**src/sv/assert_macros.svh**
```systemverilog
// Assertion macros shared by the twiddle generator RTL.
// Included by the top level; no other dependencies.
`ifndef ASSERT_MACROS_SVH
`define ASSERT_MACROS_SVH
// Implication checked on every rising clock edge outside reset.
`define ASSERT_IMPL(label, clk, rst_n, cond) \
	label: assert property (@(posedge clk) disable iff (!rst_n) cond) \
		else $error("assertion failed");
// A signal keeps its value after each cycle in which hold is true.
`define ASSERT_HOLD(label, clk, rst_n, hold, sig) \
	label: assert property (@(posedge clk) disable iff (!rst_n) (hold) |=> $stable(sig)) \
		else $error("assertion failed");
`endif

```
**src/sv/ntg_pkg.sv**
```systemverilog
// Package for the NTT twiddle generator: config register indexes.
// No dependencies.
`default_nettype none
package ntg_pkg;
	localparam int unsigned CFG_IDX_BITS = 2;
	localparam logic [CFG_IDX_BITS-1:0] REG_LOG_SIZE = 2'd0;
	localparam logic [CFG_IDX_BITS-1:0] REG_ROOT     = 2'd1;
	localparam logic [CFG_IDX_BITS-1:0] REG_MODULUS  = 2'd2;
	localparam logic [CFG_IDX_BITS-1:0] REG_INV_MODE = 2'd3;
endpackage
`default_nettype wire

```
**src/sv/ntg_modmul.sv**
```systemverilog
// Bit-serial modular multiplier (shift-add with conditional subtract).
// Standalone; used by ntt_twiddle_generator.
`default_nettype none
module ntg_modmul #(
	parameter int unsigned W = 32
) (
	input  wire logic         clk,
	input  wire logic         arst_n,
	input  wire logic         start,
	input  wire logic [W-1:0] a,
	input  wire logic [W-1:0] b,
	input  wire logic [W-1:0] q,
	output logic              done,
	output logic [W-1:0]      p
);
	localparam int unsigned CW = $clog2(W + 1);
	logic [W-1:0] b_q;
	logic [CW-1:0] cnt_q;
	logic busy_q;
	logic [W:0] dbl, dsub, acc_add, asub;
	logic [W-1:0] dred;

	always_comb begin
		// p < q: 2p - q fits in W+1 bits.
		dbl = {p, 1'b0};
		dsub = dbl - {1'b0, q};
		dred = (dbl >= {1'b0, q}) ? dsub[W-1:0] : dbl[W-1:0];
		acc_add = {1'b0, dred} + {1'b0, a};
		asub = acc_add - {1'b0, q};
		if (!b_q[W-1]) acc_add = {1'b0, dred};
		else if (acc_add >= {1'b0, q}) acc_add = asub;
	end

	always_ff @(posedge clk or negedge arst_n) begin
		if (!arst_n) begin
			busy_q <= 1'b0;
			done <= 1'b0;
			cnt_q <= '0;
		end else begin
			done <= 1'b0;
			if (start) begin
				busy_q <= 1'b1;
				b_q <= b;
				p <= '0;
				cnt_q <= CW'(W);
			end else if (busy_q) begin
				p <= acc_add[W-1:0];
				b_q <= {b_q[W-2:0], 1'b0};
				cnt_q <= cnt_q - 1'b1;
				if (cnt_q == CW'(1)) begin
					busy_q <= 1'b0;
					done <= 1'b1;
				end
			end
		end
	end
endmodule
`default_nettype wire

```
**src/sv/ntt_twiddle_generator.sv**
```systemverilog
// NTT twiddle generator: one request in, one result out, one at a time.
// Steps: the root is reduced mod q by bit-serial division, then raised to the exponent
// by square-and-multiply (up to 2*MAX_LOG_SIZE+1 multiplies); inverse mode adds Euclid
// with bit-serial division. A new request waits until the last result has been accepted.
// Reset: asynchronous, active low; config returns to log_size 3, root 2, modulus 17.
`default_nettype none
`include "assert_macros.svh"
module ntt_twiddle_generator #(
	parameter int unsigned MAX_LOG_SIZE = 10,
	parameter int unsigned MOD_BITS = 32
) (
	input  wire logic        clk,
	input  wire logic        arst_n,
	input  wire logic        cfg_we,
	input  wire logic [1:0]  cfg_index,
	input  wire logic [31:0] cfg_data,
	input  wire logic        in_valid,
	output logic             in_stall,
	input  wire logic [9:0]  index,
	output logic             out_valid,
	input  wire logic        out_stall,
	output logic [31:0]      twiddle,
	output logic             no_inverse
);
	localparam int unsigned W = MOD_BITS;
	localparam int unsigned LB = $clog2(MAX_LOG_SIZE + 1);
	localparam int unsigned DW = $clog2(W + 1);

	typedef enum logic [3:0] {
		ST_IDLE, ST_ROOT, ST_PMUL, ST_PSQR, ST_ZMUL, ST_EUC,
		ST_DIV, ST_TUPD, ST_FIN, ST_OUT
	} state_t;
	state_t state_q;

	// Configuration registers.
	logic [3:0]   log_size_q;
	logic [W-1:0] root_q, mod_q;
	logic         inv_q;

	always_ff @(posedge clk or negedge arst_n) begin
		if (!arst_n) begin
			log_size_q <= 4'd3;
			root_q <= W'(2);
			mod_q <= W'(17);
			inv_q <= 1'b0;
		end else if (cfg_we) begin
			unique case (cfg_index)
				ntg_pkg::REG_LOG_SIZE: log_size_q <= cfg_data[3:0];
				ntg_pkg::REG_ROOT:     root_q <= cfg_data[W-1:0];
				ntg_pkg::REG_MODULUS:  mod_q <= cfg_data[W-1:0];
				ntg_pkg::REG_INV_MODE: inv_q <= cfg_data[0];
				default: ;
			endcase
		end
	end

	// Exponent: bit-reversed index over the effective size.
	logic [LB-1:0] bits_eff;
	logic [MAX_LOG_SIZE-1:0] kin, erev;
	always_comb begin
		bits_eff = (log_size_q > 4'(MAX_LOG_SIZE)) ? LB'(MAX_LOG_SIZE) : LB'(log_size_q);
		kin = MAX_LOG_SIZE'(index);
		erev = '0;
		for (int i = 0; i < MAX_LOG_SIZE; i++)
			if (i < int'(bits_eff)) erev[int'(bits_eff) - 1 - i] = kin[i];
	end

	// Shared serial multiplier.
	logic         mm_start, mm_done;
	logic [W-1:0] mm_a, mm_b, mm_p;
	ntg_modmul #(.W(W)) u_mul (
		.clk(clk), .arst_n(arst_n), .start(mm_start),
		.a(mm_a), .b(mm_b), .q(mod_q), .done(mm_done), .p(mm_p)
	);

	logic [MAX_LOG_SIZE-1:0] e_q;
	logic [W-1:0] base_q, acc_q, z_q;
	logic         started_q;
	// Euclid state: remainders and signed Bezout coefficients.
	logic [W-1:0] r0_q, r1_q, quo_q, rem_q;
	logic signed [W+1:0] t0_q, t1_q;
	logic [DW-1:0] dcnt_q;
	logic [W:0] rtrial;
	logic signed [2*W+3:0] prod;
	logic signed [W+1:0] tnew;

	always_comb begin
		rtrial = {rem_q, quo_q[W-1]} - {1'b0, r1_q};
		// |t| <= q, quotient < 2^W; product fits 2W+4 bits.
		prod = t1_q * $signed({2'b00, quo_q});
		tnew = t0_q - prod[W+1:0];
	end

	// Multiplier operands: accumulate, square the base, or fold in the root once more.
	always_comb begin
		mm_a = acc_q;
		mm_b = base_q;
		if (state_q == ST_PSQR) mm_a = base_q;
		else if (state_q == ST_ZMUL) mm_b = z_q;
	end

	assign in_stall = (state_q != ST_IDLE);
	assign mm_start = !started_q && (state_q == ST_PMUL || state_q == ST_PSQR ||
		state_q == ST_ZMUL);

	always_ff @(posedge clk or negedge arst_n) begin
		if (!arst_n) begin
			state_q <= ST_IDLE;
			out_valid <= 1'b0;
			started_q <= 1'b0;
		end else begin
			unique case (state_q)
				ST_IDLE: if (in_valid) begin
					e_q <= erev;
					no_inverse <= 1'b0;
					twiddle <= '0;
					if (mod_q < W'(2)) begin
						out_valid <= 1'b1;
						state_q <= ST_OUT;
					end else begin
						// root mod q via serial division
						quo_q <= root_q;
						rem_q <= '0;
						r1_q <= mod_q;
						dcnt_q <= DW'(W);
						state_q <= ST_ROOT;
					end
				end
				ST_ROOT: begin
					quo_q <= {quo_q[W-2:0], !rtrial[W]};
					rem_q <= rtrial[W] ? {rem_q[W-2:0], quo_q[W-1]} : rtrial[W-1:0];
					dcnt_q <= dcnt_q - 1'b1;
					if (dcnt_q == DW'(1)) begin
						z_q <= rtrial[W] ? {rem_q[W-2:0], quo_q[W-1]} : rtrial[W-1:0];
						base_q <= rtrial[W] ? {rem_q[W-2:0], quo_q[W-1]} : rtrial[W-1:0];
						acc_q <= W'(1);
						state_q <= ST_PMUL;
					end
				end
				ST_PMUL: begin
					if (e_q == '0) begin
						if (inv_q) state_q <= ST_ZMUL;
						else begin
							twiddle <= 32'(acc_q);
							out_valid <= 1'b1;
							state_q <= ST_OUT;
						end
					end else if (!e_q[0]) state_q <= ST_PSQR;
					else if (!started_q) started_q <= 1'b1;
					else if (mm_done) begin
						acc_q <= mm_p;
						started_q <= 1'b0;
						state_q <= ST_PSQR;
					end
				end
				ST_PSQR: begin
					if (!started_q) started_q <= 1'b1;
					else if (mm_done) begin
						base_q <= mm_p;
						e_q <= e_q >> 1;
						started_q <= 1'b0;
						state_q <= ST_PMUL;
					end
				end
				ST_ZMUL: begin
					if (!started_q) started_q <= 1'b1;
					else if (mm_done) begin
						started_q <= 1'b0;
						r0_q <= mod_q;
						r1_q <= mm_p;
						t0_q <= '0;
						t1_q <= (W+2)'(1);
						state_q <= ST_EUC;
					end
				end
				ST_EUC: begin
					if (r1_q == '0) state_q <= ST_FIN;
					else begin
						quo_q <= r0_q;
						rem_q <= '0;
						dcnt_q <= DW'(W);
						state_q <= ST_DIV;
					end
				end
				ST_DIV: begin
					quo_q <= {quo_q[W-2:0], !rtrial[W]};
					rem_q <= rtrial[W] ? {rem_q[W-2:0], quo_q[W-1]} : rtrial[W-1:0];
					dcnt_q <= dcnt_q - 1'b1;
					if (dcnt_q == DW'(1)) state_q <= ST_TUPD;
				end
				ST_TUPD: begin
					r0_q <= r1_q;
					r1_q <= rem_q;
					t0_q <= t1_q;
					t1_q <= tnew;
					state_q <= ST_EUC;
				end
				ST_FIN: begin
					if (r0_q != W'(1)) no_inverse <= 1'b1;
					else if (t0_q < 0) twiddle <= 32'(t0_q + $signed({2'b00, mod_q}));
					else twiddle <= 32'(t0_q);
					out_valid <= 1'b1;
					state_q <= ST_OUT;
				end
				ST_OUT: if (!out_stall) begin
					out_valid <= 1'b0;
					state_q <= ST_IDLE;
				end
				default: state_q <= ST_IDLE;
			endcase
		end
	end

	`ASSERT_IMPL(a_out_only_in_out, clk, arst_n, out_valid |-> state_q == ST_OUT)
	`ASSERT_IMPL(a_stall_busy, clk, arst_n, (state_q != ST_IDLE) |-> in_stall)
	`ASSERT_IMPL(a_tw_range, clk, arst_n, (out_valid && mod_q >= W'(2)) |-> twiddle < 32'(mod_q))
	`ASSERT_IMPL(a_flag_zero, clk, arst_n, (out_valid && no_inverse) |-> twiddle == '0)
	`ASSERT_HOLD(a_out_hold, clk, arst_n, out_valid && out_stall, twiddle)
endmodule
`default_nettype wire
```
**config.mk**
```make
export PLATFORM = sky130hd
export DESIGN_NAME = ntt_twiddle_generator
export DESIGN_NICKNAME = d
export VERILOG_FILES = /design/src/sv/ntg_pkg.sv /design/src/sv/ntg_modmul.sv /design/src/sv/ntt_twiddle_generator.sv
export VERILOG_INCLUDE_DIRS = /design/src /design/src/sv
export SDC_FILE = /design/constraint.sdc
export NUM_CORES = 2
export LEC_CHECK = 0
export BUFFER_PORTS_ARGS = -buffer_cell sky130_fd_sc_hd__buf_2
export CELL_PAD_IN_SITES_DETAIL_PLACEMENT = 1
export CELL_PAD_IN_SITES_GLOBAL_PLACEMENT = 2
export CORE_MARGIN = 5
export CORE_UTILIZATION = 46
export CTS_CLUSTER_DIAMETER = 100
export DETAILED_ROUTE_END_ITERATION = 10
export GPL_ROUTABILITY_DRIVEN = 0
export HOLD_SLACK_MARGIN = 0.1
export PLACE_DENSITY = 0.95
export RECOVER_POWER = 100
export SETUP_SLACK_MARGIN = 0.15
export SLEW_MARGIN = 20
export SYNTH_ARGS = -nofsm -noshare
export SYNTH_HDL_FRONTEND = slang
export SYNTH_SLANG_ARGS = --single-unit
```
**constraint.sdc**
```tcl
create_clock -name clk -period 19.1 [get_ports clk]
set_input_delay 3.82 -clock clk [delete_from_list [all_inputs] [get_ports clk]]
set_output_delay 3.82 -clock clk [all_outputs]
set_load 0.05 [all_outputs]
```
==> run summary <==
The top cell type by area accounts for 24.14% of the synthesized area. The number of endpoints failing setup at the final stage is 0, and the fraction of the cycle the final worst path needs is 60.41%. The ratio of total power to cell area is 180.2 nW/um2. Once the floorplan was initialized, standard cells occupied 46.28% of the core. The tools report the startpoint type of the worst setup path as a flip-flop. The first global-routing pass estimated 279800 um of wire. Hold repair after CTS inserted 0 buffers. The category of the most critical setup path was flip-flop to flip-flop. Transition time of the tightest slew-check pin: 4.130 ns. During synthesis, Yosys emitted a total of 0 warnings. Fraction of layout instances using a drive strength above 1: 6.200%. The analysis attributes to net switching a power of 4.934 mW.

For this run, design rule violations remaining after detail routing come to 0. The run finished, with violations left. Buffers added to address setup during post-CTS repair amount to 0. For this run, asynchronously set or reset flops after synthesis account for 17.01%. Minimum clock period after layout: 11.54 ns. STA classifies the critical path endpoint as a flip-flop. The first detailed-routing pass ran for 6 iterations.

For this design, the sink count on the clock tree is 488. In the global route stage, overall resource usage came out at 31.43%. The logs give 9 for the number of antenna violations at the first check in global routing and 116200 um2 for the die area. Ranked by instance count, the synthesized netlist is headed by 887 x sky130_fd_sc_hd__nand2_1, 561 x sky130_fd_sc_hd__inv_1, 506 x sky130_fd_sc_hd__fa_1.

Summing all non-filler instances in the final layout gives an area of 54100 um2. Via count of the first global-routing pass: 45475. The logs give 59 for the number of clock buffers inserted by TritonCTS and 185600 um for the final routed wirelength across all metal layers. The floorplan step defined a core boundary enclosing 108900 um2.

The tools report the highest ir drop seen on vdd as 0.0005372 V. Setup repair after global routing left no endpoint under its margin. Data on the critical path arrives at its endpoint at 11.82 ns. The leading area contributor after synthesis was sky130_fd_sc_hd__edfxtp_1. The final reports fail on max-capacitance violations, max-slew violations. For this run, the leading register cell type out of synthesis is sky130_fd_sc_hd__edfxtp_1. The net count reported at finish came out at 6231. For the number of slew-limit violations in the final report, the log shows 1143. The source-to-sink clock delay at the later pin of the worst-skew pair was 0.70 ns; the final routed wire length divided by cell count was 27.27 um.

The area growth from synthesis to layout was 7.387%; the number of flip-flops and latches in the synthesized netlist was 488. The combinational share of power came out at 70.6%. When the netlist entered floorplanning its net count stood at 6286.

The run gives 77 as the largest net degree at the start of global routing. The maximum clock insertion buffer count was 3. The upper clock frequency limit was 86.67 MHz.

For this run, the register share of the synthesized area comes to 28.28%. The clock tree skew after final layout is 0.01906 ns, and the number of flops mapped to enable cells by yosys is 405. For this block, the initial DRC count from the detailed router was 4130. The cell sitting at the root of the clock tree is a sky130_fd_sc_hd__clkbuf_16. In the final layout, the registers with the most flip-flops are t0_q: 34 flops, t1_q: 34 flops.

The netlist uses 96 different library cells. For the number of maximum-capacitance violations, the log shows 31. The tools report the number of I/O pins as 84. The tools report the power consumption as 9.746 mW. TritonCTS built the clock tree.

Of the total power, registers draw 16.6%. The min-delay analysis places its worst path in the category flip-flop to flip-flop. Dividing the detail-routed via count by the number of cells gives 6.214. The tools report the internal power contribution as 4.812 mW. The synthesized netlist occupies a cell area of 50380 um2. Measured against its own limit, the worst slew margin works out to -175.3%. The number of instances in the synthesized netlist is 5391. The logs give 2 for the deepest level of the CTS H-tree and 7.56 ns for the slack of the worst reg-to-reg path. The routed layout has 42283 vias. Static leakage: 21.96 nW. After clock tree synthesis, the clock-pin slew on the worst setup and hold paths is 0.06 ns. Port buffering added 83 buffers. Adding up every negative setup slack in the final design gives 0 ns. The wire-length estimate of the detail-placed layout is 140900 um.

Yosys instantiated no cell more often than sky130_fd_sc_hd__nand2_1. The run gives 121 as the standard-cell row count. The count of final hold-check violations is 0.

The average cell area after synthesis was 9.344 um2; the switching power share of the total was 50.62%. Gates resized during post-CTS repair numbered 0. The clock network accounts for 12.8% of the total power. STA puts the critical path data required time at 19.38 ns.

Measured along the x axis, the die boundary spans 340.9 um. In this run the vertical extent of the chip is 340.9 um. By area the synthesized netlist is led by sky130_fd_sc_hd__edfxtp_1 24%, sky130_fd_sc_hd__fa_1 20%, sky130_fd_sc_hd__ha_1 8.4%. Of all nets on the critical path, the largest fanout is 47.

For the remaining number of nets flagged by the antenna check after routing, the log shows 0. After detailed placement, the total cell area comes to 52150 um2. After global routing the overflow that remains totals 0.
[power by group through the flow]
stage | Sequential, mW | Clock [mW] | Combinational, mW
floorplan | 1.59 | 0 | 5.00
global placement | 1.62 | 0 | 6.58
detailed placement | 1.62 | 0 | 6.74
CTS | 1.61 | 1.26 | 6.79
global route | 1.63 | 1.30 | 7.46
finish | 1.62 | 1.25 | 6.88
[worst max-delay path: stages (launching register included)]
cell                        delay (ns)
sky130_fd_sc_hd__dfrtp_1          0.72
sky130_fd_sc_hd__clkbuf_1         1.79
sky130_fd_sc_hd__nand2_1          0.23
sky130_fd_sc_hd__nor3_1           0.24
sky130_fd_sc_hd__clkbuf_1         2.02
sky130_fd_sc_hd__nand2_1          0.16
sky130_fd_sc_hd__nand2_1          0.32
sky130_fd_sc_hd__ha_1             0.36
sky130_fd_sc_hd__nand4_1          0.15
sky130_fd_sc_hd__nor2_1           0.06
sky130_fd_sc_hd__a2111oi_0        0.57
sky130_fd_sc_hd__o211ai_1         0.42
sky130_fd_sc_hd__a31oi_1          0.58
sky130_fd_sc_hd__o21bai_1         0.18
sky130_fd_sc_hd__xor2_1           0.18
sky130_fd_sc_hd__ha_1             0.37
sky130_fd_sc_hd__a21o_1           0.22
sky130_fd_sc_hd__a21o_1           0.18
sky130_fd_sc_hd__a21oi_1          0.17
sky130_fd_sc_hd__o21ai_0          0.14
sky130_fd_sc_hd__nand2_1          0.10
sky130_fd_sc_hd__nand3_1          0.11
sky130_fd_sc_hd__a31oi_2          0.15
sky130_fd_sc_hd__clkbuf_1         1.10
sky130_fd_sc_hd__a31oi_1          0.08
sky130_fd_sc_hd__a211oi_1         0.36
sky130_fd_sc_hd__nor3_1           0.09
[worst paths after layout]
path	from	to	depth (start not counted)
max	state_q[1]	u_mul.p[23]	26
max reg2reg	state_q[1]	u_mul.p[23]	26
min	root_q[9]	root_q[9]	1
max in group asynchronous	arst_n	u_mul.done	3
min in group asynchronous	arst_n	mod_q[27]	1
min reg2reg	root_q[9]	root_q[9]	1
[routing by layer]
metal,global-route usage [%],routed length (um)
met1,40.96,74160
met2,50.40,85020
met4,15.56,10100
met5,0,37
met3,6.057,16240
[cell type report]
class	count	area [um2]
fillers	12456	54760
multi-input cells	4067	33010
flip-flops and latches	488	14250
inverters	563	2116
well taps	1414	1769
clock buffers	73	1600
repair buffers	157	844.6
clock inverters	39	499.2
diodes	4	10.01
[cells by family after synthesis]
family	Yosys count	share of synthesized area, %
flip-flops	488	28.28
AO/OA/AOI/OAI	1021	13.04
multiplexers	154	3.274
AND/OR/NAND/NOR	1814	16.47
buffers and inverters	836	6.309
adder cells (fa/ha/maj)	846	28.55
XOR/XNOR	232	4.071
[through the flow]
step | instances | setup WS (ns) | utilization, % | hold WS [ns]
after CTS | 6799 | 10.03 | 49.84 | 0.5071
after detailed placement | 6687 | 10.07 | 47.91 | 0.4932
after global placement | 6687 | 10.12 | 47.91 | 0.4867
after global routing | 6805 | 7.222 | 49.70 | 0.5231
final | 6805 | 7.562 | 49.70 | 0.5081
after floorplan | 5391 | 10.46 | - | 0.4793
[cell usage in the layout (no fill, tap or decap), types with 15 or more instances in the layout]
master	instances
sky130_fd_sc_hd__nor3_1	56
sky130_fd_sc_hd__nor2b_1	33
sky130_fd_sc_hd__a21oi_1	251
sky130_fd_sc_hd__ha_1	340
sky130_fd_sc_hd__or3_1	17
sky130_fd_sc_hd__o211ai_1	25
sky130_fd_sc_hd__inv_1	561
sky130_fd_sc_hd__o21bai_1	20
sky130_fd_sc_hd__clkbuf_1	71
sky130_fd_sc_hd__nand2_1	886
sky130_fd_sc_hd__a22oi_1	44
sky130_fd_sc_hd__nand2b_1	28
sky130_fd_sc_hd__buf_2	45
sky130_fd_sc_hd__a211oi_1	35
sky130_fd_sc_hd__mux2i_1	68
sky130_fd_sc_hd__and2_0	31
sky130_fd_sc_hd__nor4_1	36
sky130_fd_sc_hd__clkbuf_16	60
sky130_fd_sc_hd__o22ai_1	72
sky130_fd_sc_hd__xnor2_1	160
sky130_fd_sc_hd__o21a_1	40
sky130_fd_sc_hd__nand3_1	65
sky130_fd_sc_hd__nor2_1	301
sky130_fd_sc_hd__and2_1	222
sky130_fd_sc_hd__fa_1	506
sky130_fd_sc_hd__buf_4	47
sky130_fd_sc_hd__mux2_2	84
sky130_fd_sc_hd__a21o_1	78
sky130_fd_sc_hd__and3_1	51
sky130_fd_sc_hd__edfxtp_1	405
sky130_fd_sc_hd__xor2_1	71
sky130_fd_sc_hd__a31oi_1	67
sky130_fd_sc_hd__nand4_1	36
sky130_fd_sc_hd__o31ai_1	15
sky130_fd_sc_hd__dfrtp_1	77
sky130_fd_sc_hd__o21ai_0	217
No activity file was read; power rests on OpenSTA's default activity.
